$ cat src/hdl/rws_pkg.sv
package rws_pkg;

  localparam int SLOT_W      = 6;
  localparam int WEIGHT_W    = 32;
  localparam int FRAC_W      = 16;
  localparam int COUNT_W     = 7;
  localparam int ACT_W       = 2;
  localparam int BETA_W      = 50;
  localparam int PROD_W      = WEIGHT_W + FRAC_W;
  localparam int DIV_CNT_W   = $clog2(BETA_W);
  localparam int IN_DATA_W   = 64;
  localparam int OUT_DATA_W  = 8;

  localparam logic [COUNT_W-1:0] COUNT_RESET = 7'd25;

  localparam logic [ACT_W-1:0] ACT_LOAD  = 2'd0;
  localparam logic [ACT_W-1:0] ACT_START = 2'd1;
  localparam logic [ACT_W-1:0] ACT_DRAW  = 2'd2;

  typedef enum logic [1:0] {
    CMD_LOAD,
    CMD_START,
    CMD_DRAW
  } cmd_kind_t;

  typedef struct packed {
    cmd_kind_t             kind;
    logic [SLOT_W-1:0]     slot;
    logic [WEIGHT_W-1:0]   weight;
    logic [SLOT_W-1:0]     rstart;
    logic [FRAC_W-1:0]     frac;
  } cmd_t;

  typedef enum logic [3:0] {
    ST_IDLE,
    ST_SCAN,
    ST_MUL,
    ST_ADD,
    ST_CHK,
    ST_DIV,
    ST_DIV_END,
    ST_WALK_RD,
    ST_WALK_CMP,
    ST_EMIT
  } st_t;

endpackage

$ cat src/hdl/rws_ram.sv
module rws_ram #(
  parameter int WIDTH = 32,
  parameter int DEPTH = 64
) (
  input  logic                     clk,
  input  logic                     we,
  input  logic [$clog2(DEPTH)-1:0] waddr,
  input  logic [WIDTH-1:0]         wdata,
  input  logic [$clog2(DEPTH)-1:0] raddr,
  output logic [WIDTH-1:0]         rdata
);

  logic [WIDTH-1:0] mem [DEPTH];

  always_ff @(posedge clk) begin
    if (we) begin
      mem[waddr] <= wdata;
    end
    rdata <= mem[raddr];
  end

endmodule

$ cat src/hdl/rws_front.sv
module rws_front #(
  parameter int MAX_PARTICLES = 64
) (
  input  logic                             clk,
  input  logic                             rst_n,
  input  logic                             in_tvalid,
  output logic                             in_tready,
  input  logic [rws_pkg::IN_DATA_W-1:0]    in_tdata,
  input  logic [rws_pkg::ACT_W-1:0]        in_tuser,
  output logic                             cmd_valid,
  input  logic                             cmd_pop,
  output rws_pkg::cmd_t                    cmd
);

  rws_pkg::cmd_t q_r [2];
  logic          wr_ptr_r;
  logic          rd_ptr_r;
  logic [1:0]    cnt_r;
  logic [1:0]    cnt_nxt;
  rws_pkg::cmd_t cmd_in;
  logic          keep;
  logic          push;
  logic          pop;
  logic          slot_ok;

  always_comb begin
    cmd_in.slot   = in_tdata[5:0];
    cmd_in.weight = in_tdata[37:6];
    cmd_in.rstart = in_tdata[43:38];
    cmd_in.frac   = in_tdata[59:44];
    cmd_in.kind   = rws_pkg::CMD_LOAD;
    slot_ok       = int'(in_tdata[5:0]) < MAX_PARTICLES;
    keep          = 1'b0;
    case (in_tuser)
      rws_pkg::ACT_LOAD: begin
        cmd_in.kind = rws_pkg::CMD_LOAD;
        keep        = slot_ok;
      end
      rws_pkg::ACT_START: begin
        cmd_in.kind = rws_pkg::CMD_START;
        keep        = 1'b1;
      end
      rws_pkg::ACT_DRAW: begin
        cmd_in.kind = rws_pkg::CMD_DRAW;
        keep        = 1'b1;
      end
      default: begin
        keep = 1'b0;
      end
    endcase
  end

  assign in_tready = (cnt_r != 2'd2);
  assign push      = in_tvalid && in_tready && keep;
  assign cmd_valid = (cnt_r != 2'd0);
  assign pop       = cmd_pop && cmd_valid;
  assign cmd       = q_r[rd_ptr_r];
  assign cnt_nxt   = cnt_r + 2'(push) - 2'(pop);

  always_ff @(posedge clk) begin
    if (!rst_n) begin
      wr_ptr_r <= 1'b0;
      rd_ptr_r <= 1'b0;
      cnt_r    <= 2'd0;
    end else begin
      if (push) begin
        wr_ptr_r <= ~wr_ptr_r;
      end
      if (pop) begin
        rd_ptr_r <= ~rd_ptr_r;
      end
      cnt_r <= cnt_nxt;
    end
  end

  always_ff @(posedge clk) begin
    if (push) begin
      q_r[wr_ptr_r] <= cmd_in;
    end
  end

endmodule

$ cat src/hdl/rws_back.sv
module rws_back #(
  parameter int MAX_PARTICLES = 64
) (
  input  logic                                  clk,
  input  logic                                  rst_n,
  input  logic                                  cmd_valid,
  output logic                                  cmd_pop,
  input  rws_pkg::cmd_t                         cmd,
  input  logic                                  cfg_we,
  input  logic [rws_pkg::COUNT_W-1:0]           cfg_wdata,
  output logic                                  ram_we,
  output logic [$clog2(MAX_PARTICLES)-1:0]      ram_waddr,
  output logic [rws_pkg::WEIGHT_W-1:0]          ram_wdata,
  output logic [$clog2(MAX_PARTICLES)-1:0]      ram_raddr,
  input  logic [rws_pkg::WEIGHT_W-1:0]          ram_rdata,
  output logic                                  out_tvalid,
  input  logic                                  out_tready,
  output logic [rws_pkg::OUT_DATA_W-1:0]        out_tdata,
  output logic                                  out_tlast
);

  localparam int IW  = $clog2(MAX_PARTICLES);
  localparam int NW  = $clog2(MAX_PARTICLES + 1);
  localparam int CW  = (NW > rws_pkg::COUNT_W) ? NW : rws_pkg::COUNT_W;
  localparam int TW  = rws_pkg::WEIGHT_W + IW;
  localparam int AW  = (TW + rws_pkg::FRAC_W > rws_pkg::BETA_W) ?
                       TW + rws_pkg::FRAC_W : rws_pkg::BETA_W;
  localparam int AW1 = AW + 1;
  localparam int BW  = rws_pkg::BETA_W;
  localparam int PW  = rws_pkg::PROD_W;

  rws_pkg::st_t                  state_r, state_nxt;
  logic [rws_pkg::COUNT_W-1:0]   count_r, count_nxt;
  logic [rws_pkg::WEIGHT_W-1:0]  largest_r, largest_nxt;
  logic [BW-1:0]                 beta_r, beta_nxt;
  logic [IW-1:0]                 idx_r, idx_nxt;
  logic [rws_pkg::COUNT_W-1:0]   draws_r, draws_nxt;
  logic                          total_valid_r, total_valid_nxt;
  logic                          out_valid_r, out_valid_nxt;
  logic                          pend_r, pend_nxt;

  logic [TW-1:0]                 total_r, total_nxt;
  logic [TW-1:0]                 sum_r, sum_nxt;
  logic [rws_pkg::WEIGHT_W-1:0]  max_r, max_nxt;
  logic [CW-1:0]                 k_r, k_nxt;
  logic                          is_start_r, is_start_nxt;
  logic [rws_pkg::SLOT_W-1:0]    rs_r, rs_nxt;
  logic [rws_pkg::FRAC_W-1:0]    frac_r, frac_nxt;
  logic [PW-1:0]                 prod_r, prod_nxt;
  logic [AW-1:0]                 rem_r, rem_nxt;
  logic [BW-1:0]                 divq_r, divq_nxt;
  logic [rws_pkg::DIV_CNT_W-1:0] div_cnt_r, div_cnt_nxt;
  logic [rws_pkg::SLOT_W-1:0]    out_idx_r, out_idx_nxt;
  logic                          out_last_r, out_last_nxt;

  logic [CW-1:0]                 cnt_ext;
  logic [CW-1:0]                 max_c;
  logic [CW-1:0]                 n_eff;
  logic [AW-1:0]                 tot_sh;
  logic [AW1-1:0]                rem_t;
  logic [AW1-1:0]                tot_ext;
  logic [PW-1:0]                 w_sh;
  logic [CW-1:0]                 idx_p1;
  logic [IW-1:0]                 idx_wrap;
  logic [rws_pkg::COUNT_W-1:0]   draws_p1;
  logic                          done_flag;
  logic                          out_free;

  always_comb begin
    cnt_ext  = CW'(count_r);
    max_c    = CW'(MAX_PARTICLES);
    if (count_r == '0) begin
      n_eff = CW'(1);
    end else if (cnt_ext > max_c) begin
      n_eff = max_c;
    end else begin
      n_eff = cnt_ext;
    end
    tot_sh    = AW'({total_r, {rws_pkg::FRAC_W{1'b0}}});
    tot_ext   = AW1'(tot_sh);
    rem_t     = {rem_r, divq_r[BW-1]};
    w_sh      = {ram_rdata, {rws_pkg::FRAC_W{1'b0}}};
    idx_p1    = CW'(idx_r) + CW'(1);
    idx_wrap  = (idx_p1 >= n_eff) ? '0 : IW'(idx_p1);
    draws_p1  = draws_r + 7'd1;
    done_flag = CW'(draws_p1) >= n_eff;
    out_free  = !out_valid_r || out_tready;
  end

  always_comb begin
    state_nxt       = state_r;
    count_nxt       = count_r;
    largest_nxt     = largest_r;
    beta_nxt        = beta_r;
    idx_nxt         = idx_r;
    draws_nxt       = draws_r;
    total_valid_nxt = total_valid_r;
    out_valid_nxt   = out_valid_r;
    pend_nxt        = pend_r;
    total_nxt       = total_r;
    sum_nxt         = sum_r;
    max_nxt         = max_r;
    k_nxt           = k_r;
    is_start_nxt    = is_start_r;
    rs_nxt          = rs_r;
    frac_nxt        = frac_r;
    prod_nxt        = prod_r;
    rem_nxt         = rem_r;
    divq_nxt        = divq_r;
    div_cnt_nxt     = div_cnt_r;
    out_idx_nxt     = out_idx_r;
    out_last_nxt    = out_last_r;
    cmd_pop         = 1'b0;
    ram_we          = 1'b0;
    ram_raddr       = idx_r;

    if (cfg_we) begin
      count_nxt       = cfg_wdata;
      total_valid_nxt = 1'b0;
    end
    if (out_tready) begin
      out_valid_nxt = 1'b0;
    end

    case (state_r)
      rws_pkg::ST_IDLE: begin
        if (cmd_valid) begin
          cmd_pop = 1'b1;
          case (cmd.kind)
            rws_pkg::CMD_LOAD: begin
              ram_we          = 1'b1;
              total_valid_nxt = 1'b0;
            end
            rws_pkg::CMD_START: begin
              is_start_nxt = 1'b1;
              rs_nxt       = cmd.rstart;
              k_nxt        = '0;
              pend_nxt     = 1'b0;
              sum_nxt      = '0;
              max_nxt      = '0;
              state_nxt    = rws_pkg::ST_SCAN;
            end
            rws_pkg::CMD_DRAW: begin
              is_start_nxt = 1'b0;
              frac_nxt     = cmd.frac;
              if (CW'(idx_r) >= n_eff) begin
                idx_nxt = IW'(n_eff - CW'(1));
              end
              if (total_valid_r) begin
                state_nxt = rws_pkg::ST_MUL;
              end else begin
                k_nxt     = '0;
                pend_nxt  = 1'b0;
                sum_nxt   = '0;
                max_nxt   = '0;
                state_nxt = rws_pkg::ST_SCAN;
              end
            end
            default: begin
              cmd_pop = 1'b1;
            end
          endcase
        end
      end
      rws_pkg::ST_SCAN: begin
        ram_raddr = k_r[IW-1:0];
        if (pend_r) begin
          sum_nxt = sum_r + TW'(ram_rdata);
          if (ram_rdata > max_r) begin
            max_nxt = ram_rdata;
          end
        end
        if (k_r < n_eff) begin
          k_nxt    = k_r + CW'(1);
          pend_nxt = 1'b1;
        end else begin
          pend_nxt = 1'b0;
          if (!pend_r) begin
            total_nxt       = sum_r;
            total_valid_nxt = 1'b1;
            if (is_start_r) begin
              largest_nxt = max_r;
              beta_nxt    = '0;
              draws_nxt   = '0;
              if (CW'(rs_r) > n_eff - CW'(1)) begin
                idx_nxt = IW'(n_eff - CW'(1));
              end else begin
                idx_nxt = IW'(rs_r);
              end
              state_nxt = rws_pkg::ST_IDLE;
            end else begin
              state_nxt = rws_pkg::ST_MUL;
            end
          end
        end
      end
      rws_pkg::ST_MUL: begin
        prod_nxt  = PW'(largest_r) * PW'(frac_r);
        state_nxt = rws_pkg::ST_ADD;
      end
      rws_pkg::ST_ADD: begin
        beta_nxt  = beta_r + BW'({prod_r, 1'b0});
        state_nxt = rws_pkg::ST_CHK;
      end
      rws_pkg::ST_CHK: begin
        if (total_r == '0) begin
          beta_nxt  = '0;
          state_nxt = rws_pkg::ST_EMIT;
        end else if (AW'(beta_r) > tot_sh) begin
          divq_nxt    = beta_r - BW'(1);
          rem_nxt     = '0;
          div_cnt_nxt = '0;
          state_nxt   = rws_pkg::ST_DIV;
        end else begin
          state_nxt = rws_pkg::ST_WALK_RD;
        end
      end
      rws_pkg::ST_DIV: begin
        if (rem_t >= tot_ext) begin
          rem_nxt = AW'(rem_t - tot_ext);
        end else begin
          rem_nxt = AW'(rem_t);
        end
        divq_nxt    = divq_r << 1;
        div_cnt_nxt = div_cnt_r + rws_pkg::DIV_CNT_W'(1);
        if (div_cnt_r == rws_pkg::DIV_CNT_W'(BW - 1)) begin
          state_nxt = rws_pkg::ST_DIV_END;
        end
      end
      rws_pkg::ST_DIV_END: begin
        beta_nxt  = BW'(rem_r + AW'(1));
        state_nxt = rws_pkg::ST_WALK_RD;
      end
      rws_pkg::ST_WALK_RD: begin
        ram_raddr = idx_r;
        state_nxt = rws_pkg::ST_WALK_CMP;
      end
      rws_pkg::ST_WALK_CMP: begin
        if (beta_r > BW'(w_sh)) begin
          beta_nxt  = beta_r - BW'(w_sh);
          idx_nxt   = idx_wrap;
          state_nxt = rws_pkg::ST_WALK_RD;
        end else begin
          state_nxt = rws_pkg::ST_EMIT;
        end
      end
      rws_pkg::ST_EMIT: begin
        if (out_free) begin
          out_valid_nxt = 1'b1;
          out_idx_nxt   = rws_pkg::SLOT_W'(idx_r);
          out_last_nxt  = done_flag;
          draws_nxt     = done_flag ? '0 : draws_p1;
          state_nxt     = rws_pkg::ST_IDLE;
        end
      end
      default: begin
        state_nxt = rws_pkg::ST_IDLE;
      end
    endcase
  end

  always_ff @(posedge clk) begin
    if (!rst_n) begin
      state_r       <= rws_pkg::ST_IDLE;
      count_r       <= rws_pkg::COUNT_RESET;
      largest_r     <= '0;
      beta_r        <= '0;
      idx_r         <= '0;
      draws_r       <= '0;
      total_valid_r <= 1'b0;
      out_valid_r   <= 1'b0;
      pend_r        <= 1'b0;
    end else begin
      state_r       <= state_nxt;
      count_r       <= count_nxt;
      largest_r     <= largest_nxt;
      beta_r        <= beta_nxt;
      idx_r         <= idx_nxt;
      draws_r       <= draws_nxt;
      total_valid_r <= total_valid_nxt;
      out_valid_r   <= out_valid_nxt;
      pend_r        <= pend_nxt;
    end
  end

  always_ff @(posedge clk) begin
    total_r    <= total_nxt;
    sum_r      <= sum_nxt;
    max_r      <= max_nxt;
    k_r        <= k_nxt;
    is_start_r <= is_start_nxt;
    rs_r       <= rs_nxt;
    frac_r     <= frac_nxt;
    prod_r     <= prod_nxt;
    rem_r      <= rem_nxt;
    divq_r     <= divq_nxt;
    div_cnt_r  <= div_cnt_nxt;
    out_idx_r  <= out_idx_nxt;
    out_last_r <= out_last_nxt;
  end

  assign ram_waddr  = IW'(cmd.slot);
  assign ram_wdata  = cmd.weight;
  assign out_tvalid = out_valid_r;
  assign out_tdata  = rws_pkg::OUT_DATA_W'(out_idx_r);
  assign out_tlast  = out_last_r;

`ifndef ASSERT_OFF
  a_walk_total: assert property (@(posedge clk) disable iff (!rst_n)
    (state_r == rws_pkg::ST_WALK_RD) |-> (total_valid_r && (total_r != '0)))
    else $error("wheel walk started without a nonzero weight total");

  a_walk_idx: assert property (@(posedge clk) disable iff (!rst_n)
    (state_r == rws_pkg::ST_WALK_RD) |-> (CW'(idx_r) < n_eff))
    else $error("wheel index outside the particles in use");

  a_div_result: assert property (@(posedge clk) disable iff (!rst_n)
    (state_r == rws_pkg::ST_DIV_END) |=> (AW'(beta_r) <= tot_sh))
    else $error("lap removal left beta above the weight total");

  a_scan_bound: assert property (@(posedge clk) disable iff (!rst_n)
    (state_r == rws_pkg::ST_SCAN) |-> (k_r <= n_eff))
    else $error("weight scan ran past the particles in use");
`endif

endmodule

$ cat src/hdl/resampling_wheel_selector.sv
// Resampling wheel selector for a particle filter. Input words carry a kind in
// in_tuser: load a weight into a slot, start a round, or draw one particle.
// Loads and starts give no output word; each draw gives one output word with
// the chosen slot, and out_tlast marks the draw that completes a round.
// The count of particles in use is written through cfg_we and cfg_wdata.
// A front stage decodes words into a two-entry command queue; the back stage
// executes commands against a single weight memory, one access per cycle.
// A load writes one weight in the back stage, and a start scans the weights in
// use for their sum and largest weight. A draw steps slot by slot around the
// wheel, skipping the walk when the weights in use sum to zero; it first
// rescans when weights or the count changed since the last scan, and the
// remainder unit removes whole laps when beta exceeds the weight total. When
// idle, the back stage starts a command the cycle after the queue takes it.
// Reset restores a count of 25 and clears the wheel state; weights stay
// undefined until loaded. When the receiver stalls, the result waits in the
// output register and the next draw holds before emitting; once the queue
// fills behind it, in_tready drops.
module resampling_wheel_selector #(
  parameter int MAX_PARTICLES = 64
) (
  input  logic                            clk,
  input  logic                            rst_n,
  input  logic                            in_tvalid,
  output logic                            in_tready,
  // slot[5:0], weight[37:6], random_start[43:38], random_fraction[59:44]
  input  logic [rws_pkg::IN_DATA_W-1:0]   in_tdata,
  // action[1:0]
  input  logic [rws_pkg::ACT_W-1:0]       in_tuser,
  output logic                            out_tvalid,
  input  logic                            out_tready,
  // selected_index[5:0]
  output logic [rws_pkg::OUT_DATA_W-1:0]  out_tdata,
  output logic                            out_tlast,
  input  logic                            cfg_we,
  input  logic [rws_pkg::COUNT_W-1:0]     cfg_wdata
);

  localparam int IW = $clog2(MAX_PARTICLES);

  logic                          cmd_valid;
  logic                          cmd_pop;
  rws_pkg::cmd_t                 cmd;
  logic                          ram_we;
  logic [IW-1:0]                 ram_waddr;
  logic [rws_pkg::WEIGHT_W-1:0]  ram_wdata;
  logic [IW-1:0]                 ram_raddr;
  logic [rws_pkg::WEIGHT_W-1:0]  ram_rdata;

  rws_front #(
    .MAX_PARTICLES (MAX_PARTICLES)
  ) u_front (
    .clk       (clk),
    .rst_n     (rst_n),
    .in_tvalid (in_tvalid),
    .in_tready (in_tready),
    .in_tdata  (in_tdata),
    .in_tuser  (in_tuser),
    .cmd_valid (cmd_valid),
    .cmd_pop   (cmd_pop),
    .cmd       (cmd)
  );

  rws_ram #(
    .WIDTH (rws_pkg::WEIGHT_W),
    .DEPTH (MAX_PARTICLES)
  ) u_weights (
    .clk   (clk),
    .we    (ram_we),
    .waddr (ram_waddr),
    .wdata (ram_wdata),
    .raddr (ram_raddr),
    .rdata (ram_rdata)
  );

  rws_back #(
    .MAX_PARTICLES (MAX_PARTICLES)
  ) u_back (
    .clk        (clk),
    .rst_n      (rst_n),
    .cmd_valid  (cmd_valid),
    .cmd_pop    (cmd_pop),
    .cmd        (cmd),
    .cfg_we     (cfg_we),
    .cfg_wdata  (cfg_wdata),
    .ram_we     (ram_we),
    .ram_waddr  (ram_waddr),
    .ram_wdata  (ram_wdata),
    .ram_raddr  (ram_raddr),
    .ram_rdata  (ram_rdata),
    .out_tvalid (out_tvalid),
    .out_tready (out_tready),
    .out_tdata  (out_tdata),
    .out_tlast  (out_tlast)
  );

endmodule
$ cat config.mk
export PLATFORM = sky130hd
export DESIGN_NAME = resampling_wheel_selector
export DESIGN_NICKNAME = d
export VERILOG_FILES = /design/src/hdl/rws_pkg.sv /design/src/hdl/rws_ram.sv /design/src/hdl/rws_front.sv /design/src/hdl/rws_back.sv /design/src/hdl/resampling_wheel_selector.sv
export SDC_FILE = /design/constraint.sdc
export NUM_CORES = 2
export LEC_CHECK = 0
export ABC_AREA = 1
export BUFFER_PORTS_ARGS = -buffer_cell sky130_fd_sc_hd__buf_2
export CORE_MARGIN = 1.5
export CORE_UTILIZATION = 58
export DETAILED_ROUTE_END_ITERATION = 7
export GPL_ROUTABILITY_DRIVEN = 0
export PLACE_DENSITY = 0.77
export SLEW_MARGIN = 15
export SYNTH_ARGS = -nofsm -noshare
export SYNTH_HDL_FRONTEND = slang
export SYNTH_SLANG_ARGS = --single-unit
$ cat constraint.sdc
create_clock -name clk -period 9.2 [get_ports clk]
set_input_delay 1.38 -clock clk [delete_from_list [all_inputs] [get_ports clk]]
set_output_delay 1.38 -clock clk [all_outputs]
set_load 0.02 [all_outputs]
==> impl_metrics.json <==
{
  "rows": 177,
  "fin_tns_setup_ps": 0,
  "ff2ff_setup_slack_ps": 2780,
  "synth-xor-area-share": 0.00829,
  "finalSetupViolations": 0,
  "hold_start": "u_back.sum_r[3]$_SDFFCE_PN0P_",
  "dr.pass1.iters": 8,
  "grt-ovfl-total": 0,
  "critPathLaunch": "u_back.largest_r[15]$_SDFFE_PN0P_",
  "synth.distinct_cells": 57,
  "clkTransAtPathRegs_ps": 60,
  "synth_area_um2": 136000,
  "cp_cell_sequence": "nand2_1 -> fa_1 -> fa_1 -> fa_1 -> inv_1 -> fa_1 -> fa_1 -> inv_1 -> fa_1 -> inv_1 -> ha_1 -> a21oi_1 -> o21ai_0 -> o21ai_0 -> nand3_1 -> a21oi_1 -> o21ai_0 -> xor2_1",
  "worstSetupStartpointType": "register",
  "r2r_start": "u_back.largest_r[15]$_SDFFE_PN0P_",
  "die_h_um": 488,
  "cts_tree": "done",
  "clock-sinks": 2621,
  "yosysWarnings": 0,
  "synth_fa_ha_area_frac": 0.0969,
  "maxCapViolCount": 0,
  "insertion_delay_ps": 960,
  "critical_path_peak_fanout": 17,
  "critical_path_class": "reg2reg",
  "io_buffer_count": 82,
  "ir_worst_vdd_mv": 0.346,
  "dp_hpwl_um": 239000,
  "path_common_cell": "fa_1",
  "hp-class": "reg2reg",
  "arrival_ps": 7050,
  "cellPowerDensity_nw_per_um2": 293,
  "first_global_vias": 96900,
  "io_pins": 89,
  "cpMaxStageDelayCell": "dfxtp_1",
  "synth_top_family_by_area": "simple AND/OR/NAND/NOR gates",
  "status": "complete, but fails checks",
  "fin_nets": 14700,
  "post-route-period-util": 0.698,
  "yosys.area_share.simple": 0.189,
  "synth_area_per_cell_um2": 9.80,
  "routed_wl_um": 391000,
  "slew_viol_final": 0,
  "grtUsageTotal": 0.324,
  "yosysTopAreaCell": "edfxtp_1",
  "fmax_ghz": 0.156,
  "relSlewSlack": 0.163,
  "antenna_left": 0,
  "max_stage_delay_ps": 930,
  "synth_compound_area_frac": 0.0736,
  "antenna_found_initial": 21,
  "drc": 9,
  "fin_ws_ps": 2780,
  "drive_gt1_frac": 0.0589,
  "grt_max_degree": 202,
  "cts_setup_buffers": 0,
  "coreArea_um2": 233000,
  "worstPathRequired_ps": 9840,
  "pre_cts_ws_ps": 2860,
  "drtIter0Drc": 13800,
  "timing.final.hold_violations": 0,
  "synth_cells": 13900,
  "wl_per_cell_um": 22.8,
  "holdWs_ps": 455,
  "period_needed_ps": 6420,
  "start_util": 0.585,
  "ys_seq_elements": 2621,
  "area_growth_pct": 9.09,
  "viasPerCell": 6.02,
  "synthTopCellsByArea": "edfxtp_1 55%, nand2_1 9.8%, fa_1 6.2%, inv_1 4.1%, nand3_1 3.9%",
  "violations": "DRC",
  "cts_root_buffer": "clkbuf_16",
  "synth_async_sr_flop_share": 0,
  "vias": 103000,
  "die_w_um": 488,
  "numCtsBuffers": 277,
  "hold_buffers": 0,
  "cts_resized": 0,
  "htreeDepth": 5,
  "grt_first_pass_wirelength_um": 581000,
  "seq_area_frac_synth": 0.566,
  "yosys.area.top_type_share": 0.545,
  "crit_path_end_kind": "register",
  "ys.flop_type": "edfxtp_1",
  "leakagePower_nw": 59.8,
  "die_area_um2": 238000,
  "worst_clock_skew_ps": 88.7,
  "clock_path_buffers": 4,
  "worst_pin_slew_ps": 1250,
  "synthMuxAreaShare": 0.00446,
  "rsz0062_at_grt": "no",
  "synth-edff-count": 2475
}
sequential cells by signal, indices dropped and copies added (netlist names), 2 cells and up, named ones only:
name and flops:
u_back.rem_r 54, u_back.state_r 4, u_back.cnt_ext 7, u_back.divq_r 50, u_back.beta_r 50, u_back.idx_r 6
u_back.frac_r 16, u_back.k_r 7, u_front.q_r 124, u_back.out_idx_r 6, u_back.sum_r 38, u_back.max_r 32
u_back.div_cnt_r 6, u_back.total_r 38, u_front.cnt_r 2, u_back.largest_r 32, u_back.rs_r 6, u_weights.mem 2048
u_back.draws_r 7, u_weights.rdata 32, u_back.prod_r 48
per-stage QoR:
step / total power (W) / std cells / instance area [um^2] / utilization
after floorplan: 0.0264 / 13900 / 136000 / -
after global placement: 0.0321 / 16700 / 140000 / 0.601
after detailed placement: 0.0325 / 16700 / 140000 / 0.601
after CTS: 0.0431 / 17100 / 149000 / 0.637
after global routing: 0.0455 / 17200 / 149000 / 0.638
final: 0.0436 / 17200 / 149000 / 0.638
layout make-up:
| class | instances | area (um^2) |
|---|---|---|
| Fill cell | 17600 | 84400 |
| Clock inverter | 128 | 1140 |
| Inverter | 1488 | 5630 |
| Sequential cell | 2621 | 77200 |
| Clock buffer | 334 | 7330 |
| Multi-Input combinational cell | 9172 | 51400 |
| Antenna cell | 17 | 42.5 |
| Timing Repair Buffer | 274 | 2070 |
| Tap cell | 3132 | 3920 |
layer usage:
| layer | vias up | part of all wire | global-route usage |
|---|---|---|---|
| li1 | 46600 | - | - |
| met1 | 49100 | 0.36 | 0.428 |
| met2 | 6413 | 0.45 | 0.498 |
| met3 | 1194 | 0.12 | 0.0644 |
| met4 | 4 | 0.069 | 0.193 |
| met5 | - | 0.000059 | 0 |
Yosys cell counts (all sizes together) (93+ instances only):
master and count:
nand3 1075, nor2 1405, nand2 3564, fa 422
buf 280, inv 1484, edfxtp 2475, clkbuf 360
ha 381, xor2 93, nor3 114, a21oi 417
o21ai 966, o22ai 320, dfxtp 146
cell families after synthesis:
family / Yosys count
other: 1
buffers and inverters: 2128
XOR/XNOR: 129
adder cells (fa/ha/maj): 803
AO/OA/AOI/OAI: 1854
multiplexers: 54
AND/OR/NAND/NOR: 6330
flip-flops: 2621
final timing paths:
path	end	cells past startpoint
worst max-delay path	u_back.prod_r[29]$_DFFE_PP_	18
worst max register to register	u_back.prod_r[29]$_DFFE_PP_	18
worst min register to register	u_back.total_r[3]$_DFFE_PP_	0
worst min-delay path	u_back.total_r[3]$_DFFE_PP_	0
cell usage in the layout (no fill, tap or decap), types with 19 or more instances in the layout:
master,n
buf_2,82
clkbuf_16,283
a21oi_1,417
clkinv_2,45
clkbuf_1,45
nand4_1,92
o21ai_0,774
a31oi_1,39
nor2_1,1331
nor4_1,19
edfxtp_1,2475
mux2_2,54
o21a_1,20
bufinv_16,19
fa_1,422
xor2_1,93
ha_1,381
o21bai_1,24
nand3b_1,23
nand3_1,1074
nand2_1,3558
xnor2_1,36
o22ai_1,320
a21o_1,23
clkinv_1,48
dfxtp_1,145
nor2_4,70
buf_4,176
o21ai_1,186
nor3_1,110
inv_1,1473
critical path: cells and delay by family (launching register included):
kind / cells / cell delay [ps]
adders and majority gates: 7 / 3440
AOI/OAI and AO/OA: 5 / 1140
DFF: 1 / 930
and+or+nand+nor: 2 / 320
xor gates and xnor gates: 1 / 170
buffers and inverters: 3 / 160
report_power, final:
group	switching (W)	leakage, nW	internal [W]	total, W
clock network	0.00450	4.17	0.00618	0.0107
registers	0.000644	23.5	0.0147	0.0154
logic	0.0130	32.1	0.00456	0.0176
total	0.0182	59.8	0.0255	0.0436
Power figures use the tool's default switching activity.
